===== config.mk =====
export PLATFORM = sky130hd
export DESIGN_NAME = tcc_fifo_flat
export DESIGN_NICKNAME = d
export VERILOG_FILES = /design/src/hw/rtl/tcc_pkg.sv /design/src/hw/rtl/tcc_stream_if.sv /design/src/hw/rtl/tcc_fifo.sv /design/src/flat_wrapper.sv
export SDC_FILE = /design/constraint.sdc
export NUM_CORES = 1
export LEC_CHECK = 0
export ABC_AREA = 1
export BUFFER_PORTS_ARGS = -buffer_cell sky130_fd_sc_hd__buf_2
export CAP_MARGIN = 0
export CORE_AREA = 2 2 226 228
export DETAILED_ROUTE_END_ITERATION = 10
export DIE_AREA = 0 0 228 230
export PLACE_DENSITY = 0.72
export REMOVE_ABC_BUFFERS = 1
export SYNTH_ARGS = -nofsm -noshare
export SYNTH_HDL_FRONTEND = slang
export SYNTH_SLANG_ARGS = --single-unit

===== constraint.sdc =====
create_clock -name clk_i -period 17.4 [get_ports clk_i]
set_input_delay 3.48 -clock clk_i [delete_from_list [all_inputs] [get_ports clk_i]]
set_output_delay 3.48 -clock clk_i [all_outputs]
set_load 0.02 [all_outputs]

===== src/hw/rtl/tcc_pkg.sv =====
// Shared types, constants and arithmetic helpers for the triangle cull, clip
// and project block. No dependencies; every RTL module imports this package.

package tcc_pkg;

  localparam int unsigned CoordW     = 32;
  localparam int unsigned CfgW       = 31;
  localparam int unsigned CfgIdxW    = 1;
  localparam int unsigned QueueDepth = 2;

  localparam logic [CfgW-1:0] NearPlaneReset = 31'd19661;     // 0.3 in Q16.16
  localparam logic [CfgW-1:0] ScreenDistReset = 31'd16777216; // 256.0 in Q16.16

  typedef enum logic [CfgIdxW-1:0] {
    CFG_NEAR_PLANE  = 1'b0,
    CFG_SCREEN_DIST = 1'b1
  } cfg_idx_e;

  typedef struct packed {
    logic signed [CoordW-1:0] v0_x;
    logic signed [CoordW-1:0] v0_y;
    logic signed [CoordW-1:0] v0_z;
    logic signed [CoordW-1:0] v1_x;
    logic signed [CoordW-1:0] v1_y;
    logic signed [CoordW-1:0] v1_z;
    logic signed [CoordW-1:0] v2_x;
    logic signed [CoordW-1:0] v2_y;
    logic signed [CoordW-1:0] v2_z;
  } tcc_tri_t;

  typedef struct packed {
    logic signed [CoordW-1:0] screen_x;
    logic signed [CoordW-1:0] screen_y;
    logic signed [CoordW-1:0] depth;
    logic                     was_clipped;
    logic                     last_vertex;
  } tcc_vtx_t;

  // Queue entry: the triangle plus, per vertex, whether it lies on or in
  // front of the near plane.
  typedef struct packed {
    tcc_tri_t   geom;
    logic [2:0] keep;
  } tcc_job_t;

  typedef struct packed {
    logic signed [CoordW-1:0] x;
    logic signed [CoordW-1:0] y;
    logic signed [CoordW-1:0] z;
  } tcc_pt_t;

  typedef enum logic [1:0] {
    F_IDLE,
    F_RUN,
    F_PUSH
  } front_state_e;

  typedef enum logic [3:0] {
    B_IDLE,
    B_SLOT,
    B_SDIV,
    B_CX,
    B_CY,
    B_CZ,
    B_PMX,
    B_PMY,
    B_PMW,
    B_PDIV,
    B_OUT
  } back_state_e;

  function automatic tcc_pt_t vsel(input tcc_tri_t g, input logic [1:0] idx);
    tcc_pt_t p;
    case (idx)
      2'd0:    p = '{x: g.v0_x, y: g.v0_y, z: g.v0_z};
      2'd1:    p = '{x: g.v1_x, y: g.v1_y, z: g.v1_z};
      default: p = '{x: g.v2_x, y: g.v2_y, z: g.v2_z};
    endcase
    return p;
  endfunction

  // Clamp a 34-bit signed value to the signed 32-bit range.
  function automatic logic signed [CoordW-1:0] sat32(input logic signed [33:0] v);
    logic signed [CoordW-1:0] r;
    if (!v[33] && (v[32:31] != 2'b00)) r = 32'sh7FFFFFFF;
    else if (v[33] && (v[32:31] != 2'b11)) r = 32'sh80000000;
    else r = v[31:0];
    return r;
  endfunction

  // c1 plus or minus round(prod / 2^30), half away from zero on the magnitude.
  function automatic logic signed [CoordW-1:0] cross_coord(
    input logic signed [CoordW-1:0] c1,
    input logic                     neg,
    input logic [63:0]              prod
  );
    logic [63:0]        rnd;
    logic signed [33:0] off;
    logic signed [33:0] base;
    logic signed [33:0] r;
    rnd  = prod + (64'd1 << 29);
    off  = $signed({1'b0, rnd[62:30]});
    base = {{2{c1[31]}}, c1};
    r    = neg ? (base - off) : (base + off);
    return sat32(r);
  endfunction

  // Finish c*D/z from the magnitude quotient: sign, saturate, zero depth.
  function automatic logic signed [CoordW-1:0] proj_fin(
    input logic signed [CoordW-1:0] c,
    input logic [CoordW-1:0]        q,
    input logic                     ovf,
    input logic                     zero_z
  );
    logic signed [CoordW-1:0] r;
    if (zero_z || ovf) begin
      if (c[31]) r = 32'sh80000000;
      else if (c != '0) r = 32'sh7FFFFFFF;
      else r = '0;
    end else if (c[31]) begin
      r = (q > 32'h80000000) ? 32'sh80000000 : $signed(-q);
    end else begin
      r = q[31] ? 32'sh7FFFFFFF : $signed(q);
    end
    return r;
  endfunction

endpackage


===== src/hw/rtl/tcc_stream_if.sv =====
// Valid/ready stream channel with a typed payload.
// Depends on nothing; payload types come from tcc_pkg at instantiation.

interface tcc_stream_if #(
  parameter type T = logic
) ();
  logic valid;
  logic ready;
  T     data;

  modport source (output valid, output data, input ready);
  modport sink   (input valid, input data, output ready);
endinterface


===== src/hw/rtl/tcc_fifo.sv =====
// Short register queue between the classifying front and the clipping back.
// Depends on tcc_pkg and tcc_stream_if.

module tcc_fifo
  import tcc_pkg::*;
#(
  parameter int unsigned Depth = QueueDepth,
  parameter type         T     = tcc_job_t
) (
  input  logic       clk_i,
  input  logic       rst_ni,
  tcc_stream_if.sink   push,
  tcc_stream_if.source pop
);

  localparam int unsigned PtrW = (Depth > 1) ? $clog2(Depth) : 1;
  localparam int unsigned CntW = $clog2(Depth + 1);

  T               mem_q [Depth];
  logic [PtrW-1:0] wr_q, rd_q;
  logic [CntW-1:0] cnt_q;
  logic           do_push, do_pop;

  assign push.ready = (cnt_q != CntW'(Depth));
  assign pop.valid  = (cnt_q != '0);
  assign pop.data   = mem_q[rd_q];
  assign do_push    = push.valid && push.ready;
  assign do_pop     = pop.valid && pop.ready;

  always_ff @(posedge clk_i or negedge rst_ni) begin
    if (!rst_ni) begin
      wr_q  <= '0;
      rd_q  <= '0;
      cnt_q <= '0;
    end else begin
      if (do_push) wr_q <= (wr_q == PtrW'(Depth - 1)) ? '0 : wr_q + 1'b1;
      if (do_pop)  rd_q <= (rd_q == PtrW'(Depth - 1)) ? '0 : rd_q + 1'b1;
      if (do_push && !do_pop) cnt_q <= cnt_q + 1'b1;
      else if (do_pop && !do_push) cnt_q <= cnt_q - 1'b1;
    end
  end

  always_ff @(posedge clk_i) begin
    if (do_push) mem_q[wr_q] <= push.data;
  end

endmodule


===== src/flat_wrapper.sv =====
// flat-port wrapper written by rule: the top's interface ports become plain ports
module tcc_fifo_flat import tcc_pkg::*;
#(
  parameter int unsigned Depth = QueueDepth,
  parameter type         T     = tcc_job_t
)
  (clk_i, rst_ni, push_valid, push_data, push_ready, pop_valid, pop_data, pop_ready);
  tcc_stream_if #(.T(T)) push_i ();
  tcc_stream_if #(.T(T)) pop_i ();
  input  logic clk_i;
  input  logic rst_ni;
  input wire logic [$bits(push_i.valid)-1:0] push_valid;
  input wire logic [$bits(push_i.data)-1:0] push_data;
  output wire logic [$bits(push_i.ready)-1:0] push_ready;
  output wire logic [$bits(pop_i.valid)-1:0] pop_valid;
  output wire logic [$bits(pop_i.data)-1:0] pop_data;
  input wire logic [$bits(pop_i.ready)-1:0] pop_ready;
  assign push_i.valid = push_valid;
  assign push_i.data = push_data;
  assign push_ready = push_i.ready;
  assign pop_valid = pop_i.valid;
  assign pop_data = pop_i.data;
  assign pop_i.ready = pop_ready;
  tcc_fifo #(.Depth(Depth), .T(T)) u_core (.clk_i(clk_i), .rst_ni(rst_ni), .push(push_i), .pop(pop_i));
endmodule

==> qor.json <==
{
  "first_global_vias": 13600,
  "drtPass1Iterations": 5,
  "die_area_sq_um": 52400,
  "place_congestion": 0.878,
  "detail_route.drc_violations": 0,
  "tritoncts": "done",
  "clock_sinks": 586,
  "coreArea_sq_um": 49900,
  "result_of_the_run": "complete, no violations",
  "via_per_inst": 4.77,
  "pwr_density_cell_nw_per_um2": 186,
  "timing.rr.end": "u_core.mem_q[1][98]",
  "timing.critical_path.from_type": "flop",
  "grt_pass1_wl_microns": 76300,
  "end_kind": "output pin",
  "final_common_cell": "sky130_fd_sc_hd__nand2_1",
  "vias": 13700,
  "timing.final.max_slew_violations": 0,
  "cts.repair_timing.setup_buffer_count": 0,
  "synth-warning-count": 0,
  "path_class": "reg -> out",
  "rsz0062_at_grt": "no",
  "worstHoldPathCells": 2,
  "setup-violations-final": 0,
  "cts_buffers": 57,
  "fin_tns_setup_ns": 0,
  "finalHoldViolations": 0,
  "final_clock_skew_ns": 0.0117,
  "wire_per_inst_microns": 17.9,
  "postSynthRegisterBits": 586,
  "cp_slowest_stage_delay_ns": 0.80,
  "antenna_found_initial": 10,
  "part_of_the_yosys_area_used_for_sequential_elements": 0.817,
  "reg2regPathDepth": 7,
  "worst_r2r_startpoint": "u_core.cnt_q[0]",
  "crit_path_max_fanout": 132,
  "fmax_mhz": 131,
  "critPathRequiredTime_ns": 13.92,
  "final_layout_size_suffix_gt1_frac": 0.313,
  "cts_htree_levels": 2,
  "postSynthCellCount": 1549,
  "cap_violations": 0,
  "min_path_type": "reg -> reg",
  "post_synth_num_cell_types": 14,
  "clockRootBuffer": "sky130_fd_sc_hd__clkbuf_16",
  "grt_use_met2": 0.324,
  "rows": 82,
  "dieHeight_microns": 230,
  "detailedRoute.firstIterationViolations": 982,
  "launch_point_of_the_worst_hold_path": "u_core.cnt_q[1]",
  "cp_cell_sequence": "inv_8, buf_4, buf_4, nand2_1, nand2_1, buf_2",
  "slew_headroom": 0.221,
  "num_io_pins": 588,
  "fill_cells": 4128,
  "cts_hold_buf": 0,
  "cts.path.max_buffers": 3,
  "global_route.usage.met1": 0.233,
  "cellLeakagePower_nw": 11.5,
  "vdd_drop_max_mv": 0.108,
  "clkSlewWorstSetupHoldPaths_ns": 0.06,
  "clock_latency_ns": 0.59,
  "die-width_microns": 228,
  "start_util": 0.431,
  "timing.critical_path.max_delay_family": "buffers and inverters",
  "time_the_worst_path_needs_with_i_o_delays_and_setup_ns": 7.63,
  "most-common-layout-cells": "sky130_fd_sc_hd__nand2_1 (883), sky130_fd_sc_hd__buf_2 (587), sky130_fd_sc_hd__edfxtp_1 (582)",
  "syn-mean-instance-area_sq_um": 13.9,
  "groute.usage.overall": 0.188,
  "grt.busiest_layer": "met2",
  "wl_microns": 51300,
  "grt_max_degree": 153,
  "buffer_ports.inserted": 587,
  "route.antenna.remaining_nets": 0,
  "post_cts_resized": 0,
  "globalRoute.totalOverflow": 0,
  "timing.critical_path.slowest_stage_cell": "sky130_fd_sc_hd__buf_4",
  "total_power_w": 0.00499,
  "global_route.usage.met3": 0.0459,
  "detailedPlacementHpwl_microns": 33200,
  "design.final.nets": 2438,
  "path_buf_inv": 4,
  "reg2reg_slack_ns": 13.56,
  "final.period_utilization": 0.439,
  "tightestPinTransition_ns": 1.17,
  "synth_area_sq_um": 21500,
  "cp_data_arrival_time_ns": 4.15,
  "final_hold_slack_ns": 0.522,
  "area_growth_syn_to_layout_pct": 24.6,
  "min_to": "u_core.cnt_q[1]"
}
cells in the mapped netlist (all sizes together):
library cell / instances / area share
buf: 65 / 0.025
xor2: 1 / 0.00041
dfrtp: 4 / 0.0047
inv: 7 / 0.0013
nand4: 1 / 0.00029
xnor2: 1 / 0.00041
nand2: 883 / 0.15
ha: 1 / 0.00058
nor2: 2 / 0.00035
nand3: 2 / 0.00047
edfxtp: 582 / 0.81
routing by layer:
layer	share of wire	up-vias
met2	0.51	549
met4	0.028	4
li1	-	6447
met3	0.069	109
met1	0.39	6566
met5	0.00045	-
state kept, by name, summed over array words and instances (netlist names):
name,cells
u_core.cnt_q,2
u_core.rd_q,1
u_core.mem_q,582
u_core.wr_q,1
cell families (layout without fill, tap and decap cells):
logic type / Yosys count / count (layout) / share of synthesized area
buffers and inverters: 72 / 709 / 0.0261
adder cells (fa/ha/maj): 1 / 1 / 0.000582
AND/OR/NAND/NOR: 888 / 888 / 0.155
other: 0 / 10 / 0
XOR/XNOR: 2 / 2 / 0.000815
flip-flops: 586 / 586 / 0.817
worst max-delay path by stage:
stage                               endpoint         from  depth (start not counted)  slack [ns]
after floorplan           u_core.mem_q[0][0]   push_valid                          2        0.81
after global placement         pop_data[287]  u_core.rd_q                          6       10.39
after detailed placement       pop_data[116]  u_core.rd_q                          6       10.34
after CTS                      pop_data[116]  u_core.rd_q                          6        9.69
after global routing           pop_data[234]  u_core.rd_q                          6        9.41
final                          pop_data[116]  u_core.rd_q                          6        9.77
report_power, final:
part | total (W) | switching [W] | internal, W | leakage, nW
clock | 0.00125 | 0.000504 | 0.000747 | 0.937
sequential | 0.00203 | 0.0000980 | 0.00193 | 5.46
combinational | 0.00170 | 0.00126 | 0.000439 | 5.08
total | 0.00499 | 0.00187 | 0.00312 | 11.5
through the flow:
step | setup slack [ns] | instances | cell area (sq um) | utilization
6_report | 9.77 | 2868 | 26800 | 0.538
5_1_grt | 9.41 | 2866 | 26800 | 0.537
4_1_cts | 9.69 | 2858 | 26800 | 0.537
3_5_place_dp | 10.34 | 2755 | 24900 | 0.499
3_3_place_gp | 10.39 | 2755 | 24900 | 0.499
2_1_floorplan | 0.807 | 1484 | 21000 | -
worst reg2reg max path: cells and delay by family (launching register included):
family / cells / cell delay, ns
and+or+nand+nor: 3 / 0.48
DFF: 1 / 0.39
buffers and inverters: 4 / 2.52
layout make-up:
| cell class | count | area, sq um | share of cell area |
|---|---|---|---|
| flip-flops and latches | 586 | 17600 | 0.656 |
| multi-input cells | 891 | 3380 | 0.126 |
| well taps | 672 | 841 | 0.0314 |
| clock inverters | 40 | 453 | 0.0169 |
| inverters | 7 | 33.8 | 0.00126 |
| clock buffers | 63 | 1450 | 0.0541 |
| repair buffers | 599 | 3040 | 0.113 |
| diodes | 10 | 25.0 | 0.000934 |
No activity file was read; power rests on OpenSTA's default activity.
