File: config.mk
export PLATFORM = sky130hd
export DESIGN_NAME = tcc_back_flat
export DESIGN_NICKNAME = d
export VERILOG_FILES = /design/src/hw/rtl/tcc_pkg.sv /design/src/hw/rtl/tcc_stream_if.sv /design/src/hw/rtl/tcc_div.sv /design/src/hw/rtl/tcc_back.sv /design/src/flat_wrapper.sv
export SDC_FILE = /design/constraint.sdc
export NUM_CORES = 1
export LEC_CHECK = 0
export ABC_AREA = 1
export BUFFER_PORTS_ARGS = -buffer_cell sky130_fd_sc_hd__buf_2
export CORE_MARGIN = 5
export CORE_UTILIZATION = 55
export CTS_CLUSTER_SIZE = 30
export DETAILED_ROUTE_END_ITERATION = 7
export GPL_TIMING_DRIVEN = 1
export PLACE_DENSITY = 0.71
export SLEW_MARGIN = 15
export SYNTH_ARGS = -nofsm -noshare
export SYNTH_HDL_FRONTEND = slang
export SYNTH_HIERARCHICAL = 1
export SYNTH_SLANG_ARGS = --single-unit
File: constraint.sdc
create_clock -name clk_i -period 21.4 [get_ports clk_i]
set_input_delay 4.28 -clock clk_i [delete_from_list [all_inputs] [get_ports clk_i]]
set_output_delay 4.28 -clock clk_i [all_outputs]
set_load 0.02 [all_outputs]
File: src/hw/rtl/tcc_pkg.sv
// Shared types, constants and arithmetic helpers for the triangle cull, clip
// and project block. No dependencies; every RTL module imports this package.

package tcc_pkg;

  localparam int unsigned CoordW     = 32;
  localparam int unsigned CfgW       = 31;
  localparam int unsigned CfgIdxW    = 1;
  localparam int unsigned QueueDepth = 2;

  localparam logic [CfgW-1:0] NearPlaneReset = 31'd19661;     // 0.3 in Q16.16
  localparam logic [CfgW-1:0] ScreenDistReset = 31'd16777216; // 256.0 in Q16.16

  typedef enum logic [CfgIdxW-1:0] {
    CFG_NEAR_PLANE  = 1'b0,
    CFG_SCREEN_DIST = 1'b1
  } cfg_idx_e;

  typedef struct packed {
    logic signed [CoordW-1:0] v0_x;
    logic signed [CoordW-1:0] v0_y;
    logic signed [CoordW-1:0] v0_z;
    logic signed [CoordW-1:0] v1_x;
    logic signed [CoordW-1:0] v1_y;
    logic signed [CoordW-1:0] v1_z;
    logic signed [CoordW-1:0] v2_x;
    logic signed [CoordW-1:0] v2_y;
    logic signed [CoordW-1:0] v2_z;
  } tcc_tri_t;

  typedef struct packed {
    logic signed [CoordW-1:0] screen_x;
    logic signed [CoordW-1:0] screen_y;
    logic signed [CoordW-1:0] depth;
    logic                     was_clipped;
    logic                     last_vertex;
  } tcc_vtx_t;

  // Queue entry: the triangle plus, per vertex, whether it lies on or in
  // front of the near plane.
  typedef struct packed {
    tcc_tri_t   geom;
    logic [2:0] keep;
  } tcc_job_t;

  typedef struct packed {
    logic signed [CoordW-1:0] x;
    logic signed [CoordW-1:0] y;
    logic signed [CoordW-1:0] z;
  } tcc_pt_t;

  typedef enum logic [1:0] {
    F_IDLE,
    F_RUN,
    F_PUSH
  } front_state_e;

  typedef enum logic [3:0] {
    B_IDLE,
    B_SLOT,
    B_SDIV,
    B_CX,
    B_CY,
    B_CZ,
    B_PMX,
    B_PMY,
    B_PMW,
    B_PDIV,
    B_OUT
  } back_state_e;

  function automatic tcc_pt_t vsel(input tcc_tri_t g, input logic [1:0] idx);
    tcc_pt_t p;
    case (idx)
      2'd0:    p = '{x: g.v0_x, y: g.v0_y, z: g.v0_z};
      2'd1:    p = '{x: g.v1_x, y: g.v1_y, z: g.v1_z};
      default: p = '{x: g.v2_x, y: g.v2_y, z: g.v2_z};
    endcase
    return p;
  endfunction

  // Clamp a 34-bit signed value to the signed 32-bit range.
  function automatic logic signed [CoordW-1:0] sat32(input logic signed [33:0] v);
    logic signed [CoordW-1:0] r;
    if (!v[33] && (v[32:31] != 2'b00)) r = 32'sh7FFFFFFF;
    else if (v[33] && (v[32:31] != 2'b11)) r = 32'sh80000000;
    else r = v[31:0];
    return r;
  endfunction

  // c1 plus or minus round(prod / 2^30), half away from zero on the magnitude.
  function automatic logic signed [CoordW-1:0] cross_coord(
    input logic signed [CoordW-1:0] c1,
    input logic                     neg,
    input logic [63:0]              prod
  );
    logic [63:0]        rnd;
    logic signed [33:0] off;
    logic signed [33:0] base;
    logic signed [33:0] r;
    rnd  = prod + (64'd1 << 29);
    off  = $signed({1'b0, rnd[62:30]});
    base = {{2{c1[31]}}, c1};
    r    = neg ? (base - off) : (base + off);
    return sat32(r);
  endfunction

  // Finish c*D/z from the magnitude quotient: sign, saturate, zero depth.
  function automatic logic signed [CoordW-1:0] proj_fin(
    input logic signed [CoordW-1:0] c,
    input logic [CoordW-1:0]        q,
    input logic                     ovf,
    input logic                     zero_z
  );
    logic signed [CoordW-1:0] r;
    if (zero_z || ovf) begin
      if (c[31]) r = 32'sh80000000;
      else if (c != '0) r = 32'sh7FFFFFFF;
      else r = '0;
    end else if (c[31]) begin
      r = (q > 32'h80000000) ? 32'sh80000000 : $signed(-q);
    end else begin
      r = q[31] ? 32'sh7FFFFFFF : $signed(q);
    end
    return r;
  endfunction

endpackage

File: src/hw/rtl/tcc_stream_if.sv
// Valid/ready stream channel with a typed payload.
// Depends on nothing; payload types come from tcc_pkg at instantiation.

interface tcc_stream_if #(
  parameter type T = logic
) ();
  logic valid;
  logic ready;
  T     data;

  modport source (output valid, output data, input ready);
  modport sink   (input valid, input data, output ready);
endinterface

File: src/hw/rtl/tcc_div.sv
// Restoring unsigned divider, one quotient bit per cycle.
// Depends on tcc_pkg only by convention; no shared types used beyond widths.

module tcc_div
  import tcc_pkg::*;
#(
  parameter int unsigned VW = CoordW,
  parameter int unsigned QW = CoordW
) (
  input  logic          clk_i,
  input  logic          rst_ni,
  input  logic          start_i,
  input  logic [VW-1:0] num_hi_i,
  input  logic [QW-1:0] num_lo_i,
  input  logic [VW-1:0] den_i,
  output logic          busy_o,
  output logic          ovf_o,
  output logic [QW-1:0] quo_o
);

  localparam int unsigned CntW = (QW > 1) ? $clog2(QW) : 1;

  logic            busy_q;
  logic [CntW-1:0] cnt_q;
  logic [VW-1:0]   rem_q, den_q;
  logic [QW-1:0]   lo_q;
  logic            ovf_q;
  logic [VW:0]     trial;
  logic            ge;

  assign trial  = {rem_q, lo_q[QW-1]};
  assign ge     = (trial >= {1'b0, den_q});
  assign busy_o = busy_q;
  assign ovf_o  = ovf_q;
  assign quo_o  = lo_q;

  always_ff @(posedge clk_i or negedge rst_ni) begin
    if (!rst_ni) begin
      busy_q <= 1'b0;
      cnt_q  <= '0;
    end else if (start_i) begin
      busy_q <= 1'b1;
      cnt_q  <= CntW'(QW - 1);
    end else if (busy_q) begin
      cnt_q <= cnt_q - 1'b1;
      if (cnt_q == '0) busy_q <= 1'b0;
    end
  end

  always_ff @(posedge clk_i) begin
    if (start_i) begin
      rem_q <= num_hi_i;
      lo_q  <= num_lo_i;
      den_q <= den_i;
      ovf_q <= (num_hi_i >= den_i);
    end else if (busy_q) begin
      rem_q <= ge ? VW'(trial - {1'b0, den_q}) : trial[VW-1:0];
      lo_q  <= {lo_q[QW-2:0], ge};
    end
  end

`ifndef SYNTH
  a_start_idle: assert property (@(posedge clk_i) disable iff (!rst_ni)
    start_i |-> !busy_q) else $error("divider restarted while busy");
`endif

endmodule

File: src/hw/rtl/tcc_back.sv
// Back end: walks the polygon slots of a queued triangle, finds crossing
// points and projects each vertex. Needs tcc_pkg, tcc_stream_if, tcc_div.

module tcc_back
  import tcc_pkg::*;
(
  input  logic            clk_i,
  input  logic            rst_ni,
  input  logic [CfgW-1:0] near_plane_i,
  input  logic [CfgW-1:0] screen_dist_i,
  tcc_stream_if.sink      job_in,
  tcc_stream_if.source    vtx_out
);

  back_state_e state_q, state_d;
  tcc_job_t    job_q;
  logic [2:0]  slot_q;
  logic [63:0] mul_q;
  logic signed [31:0] cur_x_q, cur_y_q, cur_z_q;
  tcc_vtx_t    out_q;
  logic        out_valid_q;

  logic [1:0]  vi, nx;
  logic        is_cross, slot_ok, last;
  logic [5:0]  smask;
  tcc_pt_t     p1, p2;
  logic signed [32:0] dx, dy, dz, nd;
  logic [31:0] adx, ady, adz, and_m, ax, ay;
  logic [31:0] m_a, m_b;
  logic        out_free, pop;
  logic        s_start, x_start, y_start;
  logic        s_busy, x_busy, y_busy, s_ovf, x_ovf, y_ovf;
  logic [30:0] s_quo;
  logic [31:0] x_quo, y_quo;

  // slot 2i is vertex i, slot 2i+1 the crossing from vertex i to the next
  always_comb begin
    for (int i = 0; i < 3; i++) begin
      smask[2*i]   = job_q.keep[i];
      smask[2*i+1] = job_q.keep[i] != job_q.keep[(i + 1) % 3];
    end
  end

  assign vi       = slot_q[2:1];
  assign is_cross = slot_q[0];
  assign nx       = (vi == 2'd2) ? 2'd0 : vi + 2'd1;
  assign slot_ok  = smask[slot_q];

  always_comb begin
    last = 1'b1;
    for (int j = 0; j < 6; j++) begin
      if (j > int'(slot_q) && smask[j]) last = 1'b0;
    end
  end

  assign p1 = vsel(job_q.geom, vi);
  assign p2 = vsel(job_q.geom, nx);
  assign dx = {p2.x[31], p2.x} - {p1.x[31], p1.x};
  assign dy = {p2.y[31], p2.y} - {p1.y[31], p1.y};
  assign dz = {p2.z[31], p2.z} - {p1.z[31], p1.z};
  assign nd = $signed({2'b00, near_plane_i}) - {p1.z[31], p1.z};
  assign adx   = dx[32] ? 32'(-dx) : dx[31:0];
  assign ady   = dy[32] ? 32'(-dy) : dy[31:0];
  assign adz   = dz[32] ? 32'(-dz) : dz[31:0];
  assign and_m = nd[32] ? 32'(-nd) : nd[31:0];
  assign ax    = cur_x_q[31] ? 32'(-cur_x_q) : cur_x_q;
  assign ay    = cur_y_q[31] ? 32'(-cur_y_q) : cur_y_q;

  always_comb begin
    case (state_q)
      B_CX:    begin m_a = adx; m_b = {1'b0, s_quo}; end
      B_CY:    begin m_a = ady; m_b = {1'b0, s_quo}; end
      B_PMY:   begin m_a = ay;  m_b = {1'b0, screen_dist_i}; end
      default: begin m_a = ax;  m_b = {1'b0, screen_dist_i}; end
    endcase
  end

  assign out_free = !out_valid_q || vtx_out.ready;
  assign vtx_out.valid = out_valid_q;
  assign vtx_out.data  = out_q;

  always_comb begin
    state_d = state_q;
    unique case (state_q)
      B_IDLE: if (job_in.valid) state_d = B_SLOT;
      B_SLOT: if (slot_ok) state_d = is_cross ? B_SDIV : B_PMX;
      B_SDIV: if (!s_busy) state_d = B_CX;
      B_CX:   state_d = B_CY;
      B_CY:   state_d = B_CZ;
      B_CZ:   state_d = B_PMX;
      B_PMX:  state_d = B_PMY;
      B_PMY:  state_d = B_PMW;
      B_PMW:  state_d = B_PDIV;
      B_PDIV: if (!x_busy && !y_busy) state_d = B_OUT;
      B_OUT: begin
        if (out_free) begin
          if (!last) state_d = B_SLOT;
          else state_d = job_in.valid ? B_SLOT : B_IDLE;
        end
      end
      default: state_d = B_IDLE;
    endcase
  end

  always_comb begin
    job_in.ready = 1'b0;
    s_start = 1'b0;
    x_start = 1'b0;
    y_start = 1'b0;
    unique case (state_q)
      B_IDLE: job_in.ready = 1'b1;
      B_SLOT: s_start = slot_ok && is_cross;
      B_PMY:  x_start = 1'b1;
      B_PMW:  y_start = 1'b1;
      B_OUT:  job_in.ready = out_free && last;
      default: ;
    endcase
  end

  assign pop = job_in.valid && job_in.ready;

  always_ff @(posedge clk_i or negedge rst_ni) begin
    if (!rst_ni) begin
      state_q     <= B_IDLE;
      slot_q      <= '0;
      out_valid_q <= 1'b0;
    end else begin
      state_q <= state_d;
      if (pop) slot_q <= '0;
      else if ((state_q == B_SLOT && !slot_ok) || (state_q == B_OUT && out_free))
        slot_q <= slot_q + 1'b1;
      if (state_q == B_OUT && out_free) out_valid_q <= 1'b1;
      else if (vtx_out.ready) out_valid_q <= 1'b0;
    end
  end

  always_ff @(posedge clk_i) begin
    if (pop) job_q <= job_in.data;
    mul_q <= m_a * m_b;
    if (state_q == B_SLOT && slot_ok && !is_cross) begin
      cur_x_q <= p1.x;
      cur_y_q <= p1.y;
      cur_z_q <= p1.z;
    end
    if (state_q == B_CY) cur_x_q <= cross_coord(p1.x, dx[32], mul_q);
    if (state_q == B_CZ) begin
      cur_y_q <= cross_coord(p1.y, dy[32], mul_q);
      cur_z_q <= $signed({1'b0, near_plane_i});
    end
    if (state_q == B_OUT && out_free) begin
      out_q.screen_x    <= proj_fin(cur_x_q, x_quo, x_ovf, cur_z_q == '0);
      out_q.screen_y    <= proj_fin(cur_y_q, y_quo, y_ovf, cur_z_q == '0);
      out_q.depth       <= cur_z_q;
      out_q.was_clipped <= ~&job_q.keep;
      out_q.last_vertex <= last;
    end
  end

  // crossing fraction: |near - z1| * 2^30 / |z2 - z1|
  tcc_div #(.VW(32), .QW(31)) u_sdiv (
    .clk_i, .rst_ni,
    .start_i  (s_start),
    .num_hi_i ({1'b0, and_m[31:1]}),
    .num_lo_i ({and_m[0], 30'b0}),
    .den_i    (adz),
    .busy_o   (s_busy),
    .ovf_o    (s_ovf),
    .quo_o    (s_quo)
  );

  tcc_div #(.VW(32), .QW(32)) u_xdiv (
    .clk_i, .rst_ni,
    .start_i  (x_start),
    .num_hi_i (mul_q[63:32]),
    .num_lo_i (mul_q[31:0]),
    .den_i    (cur_z_q),
    .busy_o   (x_busy),
    .ovf_o    (x_ovf),
    .quo_o    (x_quo)
  );

  tcc_div #(.VW(32), .QW(32)) u_ydiv (
    .clk_i, .rst_ni,
    .start_i  (y_start),
    .num_hi_i (mul_q[63:32]),
    .num_lo_i (mul_q[31:0]),
    .den_i    (cur_z_q),
    .busy_o   (y_busy),
    .ovf_o    (y_ovf),
    .quo_o    (y_quo)
  );

`ifndef SYNTH
  a_sdiv_hold: assert property (@(posedge clk_i) disable iff (!rst_ni)
    (state_q == B_SDIV && s_busy) |=> state_q == B_SDIV)
    else $error("left fraction wait early");
  a_frac_range: assert property (@(posedge clk_i) disable iff (!rst_ni)
    (state_q == B_CX) |-> (!s_ovf && s_quo <= 31'h40000000))
    else $error("crossing fraction above one");
  a_pop_restart: assert property (@(posedge clk_i) disable iff (!rst_ni)
    pop |=> (state_q == B_SLOT && slot_q == 3'd0))
    else $error("new triangle not started at first slot");
`endif

endmodule

File: src/flat_wrapper.sv
// flat-port wrapper written by rule: the top's interface ports become plain ports
module tcc_back_flat import tcc_pkg::*;
  (clk_i, rst_ni, near_plane_i, screen_dist_i, job_in_valid, job_in_data, job_in_ready, vtx_out_valid, vtx_out_data, vtx_out_ready);
  tcc_stream_if job_in_i ();
  tcc_stream_if vtx_out_i ();
  input  logic clk_i;
  input  logic rst_ni;
  input  logic [CfgW-1:0] near_plane_i;
  input  logic [CfgW-1:0] screen_dist_i;
  input wire logic [$bits(job_in_i.valid)-1:0] job_in_valid;
  input wire logic [$bits(job_in_i.data)-1:0] job_in_data;
  output wire logic [$bits(job_in_i.ready)-1:0] job_in_ready;
  output wire logic [$bits(vtx_out_i.valid)-1:0] vtx_out_valid;
  output wire logic [$bits(vtx_out_i.data)-1:0] vtx_out_data;
  input wire logic [$bits(vtx_out_i.ready)-1:0] vtx_out_ready;
  assign job_in_i.valid = job_in_valid;
  assign job_in_i.data = job_in_data;
  assign job_in_ready = job_in_i.ready;
  assign vtx_out_valid = vtx_out_i.valid;
  assign vtx_out_data = vtx_out_i.data;
  assign vtx_out_i.ready = vtx_out_ready;
  tcc_back u_core (.clk_i(clk_i), .rst_ni(rst_ni), .near_plane_i(near_plane_i), .screen_dist_i(screen_dist_i), .job_in(job_in_i), .vtx_out(vtx_out_i));
endmodule
==> key figures <==
Drt
  – Residual DRC: 0
  – ANT nets after route: 0
  – Vias per cell: 5.27
  – Per-cell routed wire length: 11.5 um
  – Initial drt markers: 54
  – DRT Pass-1 Iters: 4
  – Final wirelength: 2.53 mm
  – Via count: 1155

Clocking
  – Clk_lat worst skew: 0.31 ns
  – Post-cts sizing count: 0
  – Hold_buf cts: 0
  – Worst-path clk slew: 0.14 ns
  – Clock root cell: clkbuf_4
  – CTS sink count: 28
  – Max clock buf depth: 2
  – CTS tree: yes
  – Inserted Clock Buffers: 3
  – Setup bufs post-CTS: 0
  – # H-tree levels: 1

Timing
  – Relative slew slack: 0.625
  – Fmax: 106 MHz
  – Final WS setup: 11.95 ns
  – Max-slew violation count: 0
  – Setup-failing EPs final: 0
  – Final Skew: 0.00899 ns
  – Least-Margin Pin Slew: 0.558 ns
  – Final Hold Viols: 0
  – Min Tclk post-route: 9.45 ns
  – Setup TNS: 0 ns
  – RSZ-0062 raised after global routing: no
  – Final period utilization: 0.441

Worst setup path
  – Crit start category: input port
  – Crit. Startpoint: vtx_out_ready
  – FF-to-FF setup slack: 19.71 ns
  – FF-to-FF End: u_core/slot_q[2]
  – Crit. End Element: output port
  – Launching point of the worst reg2reg path: u_core/state_q[2]
  – R2R depth: 10
  – Req. time, crit path: 17.12 ns
  – Arrival @ worst endpoint: 5.17 ns
  – Crit Path Category: input port to output port
  – Crit-path max FO: 3

Global route
  – First-pass GRT wire length: 4.63 mm
  – GR Overflow Total: 0
  – Vias in the first global route: 1092
  – Antenna violations before repair: 0
  – GRT Total Usage: 0.142
  – Largest net degree at the start of global routing: 27

Synthesis
  – Cells after synthesis: 192
  – Mapped cell area: 1530 um^2
  – Avg Inst Size Synth: 7.96 um^2
  – Syn nets: 266
  – Yosys synthesis warning count: 6

Hold path
  – Hold endpoint: u_core/u_ydiv/cnt_q[4]
  – Worst hold path type: flip-flop to flip-flop
  – Hold path cells: 1
  – HP Start: u_core/u_ydiv/cnt_q[4]

Final layout
  – Fillers: 240
  – Area grow syn2layout: 1.88%
  – Final nets: 263
  – Multi-input gate area in the final layout: 632 um^2
  – Register area: 711 um^2
  – Share of cells above drive strength 1: 0.106
  – Antenna diode count: 0
  – Final Non-Filler Cells: 219

Place
  – IO buf count: 7
  – HPWL Detailed: 1.96 mm
  – Setup WS pre-CTS: 11.96 ns
  – GPL Wtd Cong: 0.805
  – Placed Instances: 215

Pwr
  – PwrDens: 142 nW/um^2
  – IR drop worst, VDD: 0.0779 mV
  – Static Leakage: 0.765 nW

Floorplanning
  – Cell row count: 19
  – Die height: 62.7 um
  – CORE AREA: 2710 um^2
  – DIE WIDTH: 62.7 um
  – DIE AREA: 3930 um^2
  – I/O Pins: 70
  – Starting Density: 0.564

Run
  – Max Cap Viol: 0

Outcome
  – Status: completed
## worst max-delay path: stages
cell	delay, ns
buf_2	0.10
nor2_1	0.14
inv_1	0.07
nand2_1	0.11
inv_1	0.07
a21oi_1	0.18
inv_1	0.06
buf_2	0.16
## worst max path at each step
stage,to,cells after the start
after floorplan,job_in_ready,6
after CTS,job_in_ready,8
after global routing,job_in_ready,8
final,job_in_ready,8
after global placement,job_in_ready,8
after detailed placement,job_in_ready,8
## power breakdown
part	switching, W	internal [W]
Combinational	0.0000606	0.0000372
Sequential	0.0000230	0.0000785
Clock	0.0000140	0.00000727
## cells in the final DEF (no fill, tap or decap)
master,instances
clkbuf_4,3
clkbuf_1,1
ha_1,7
nand4_1,1
a21oi_1,13
nand2_1,35
o21ai_0,24
or2_2,2
inv_2,3
nor2_1,19
xor2_1,1
and2_1,1
nand2_4,1
nor2_4,1
a311oi_1,1
o211ai_1,1
clkinv_4,1
nor3_1,2
o2bb2ai_1,1
dfrtp_1,26
a22oi_1,1
o21ai_4,1
nor2_2,1
nand3_1,7
inv_1,25
buf_2,7
edfxtp_1,2
## layout make-up
cell class	instances	share of cell area
sequential	28	0.457
multi-input combinational	120	0.406
inverter	29	0.0732
tap	31	0.0249
timing repair buffer	7	0.0225
clock buffer	4	0.0169
## sequential cells by signal, indices dropped and copies added, names as in the netlist
signal	cells
u_core/u_ydiv/busy_o	1
u_core/u_xdiv/cnt_q	5
u_core/u_ydiv/cnt_q	5
u_core/job_q	1
u_core/u_sdiv/busy_o	1
u_core/vtx_out.data	1
u_core/u_sdiv/cnt_q	5
u_core/vtx_out.valid	1
u_core/u_xdiv/busy_o	1
u_core/state_q	4
u_core/slot_q	3
## layer usage
metal,up-vias,wire (um),GRT usage
met1,546,1170,0.173
met5,-,0,0
met3,4,91,0.0378
li1,593,-,-
met2,12,1240,0.241
met4,0,29,0.0504
## through the flow
step,cell area [um^2],util,hold slack (ns),power [W]
6_report,1560,0.574,0.494,0.000221
5_1_grt,1560,0.574,0.519,0.000246
4_1_cts,1560,0.574,0.501,0.000223
3_5_place_dp,1530,0.565,0.478,0.000201
3_3_place_gp,1530,0.565,0.475,0.000194
2_1_floorplan,1530,-,0.452,0.000181
Power figures use the tool's default switching activity.
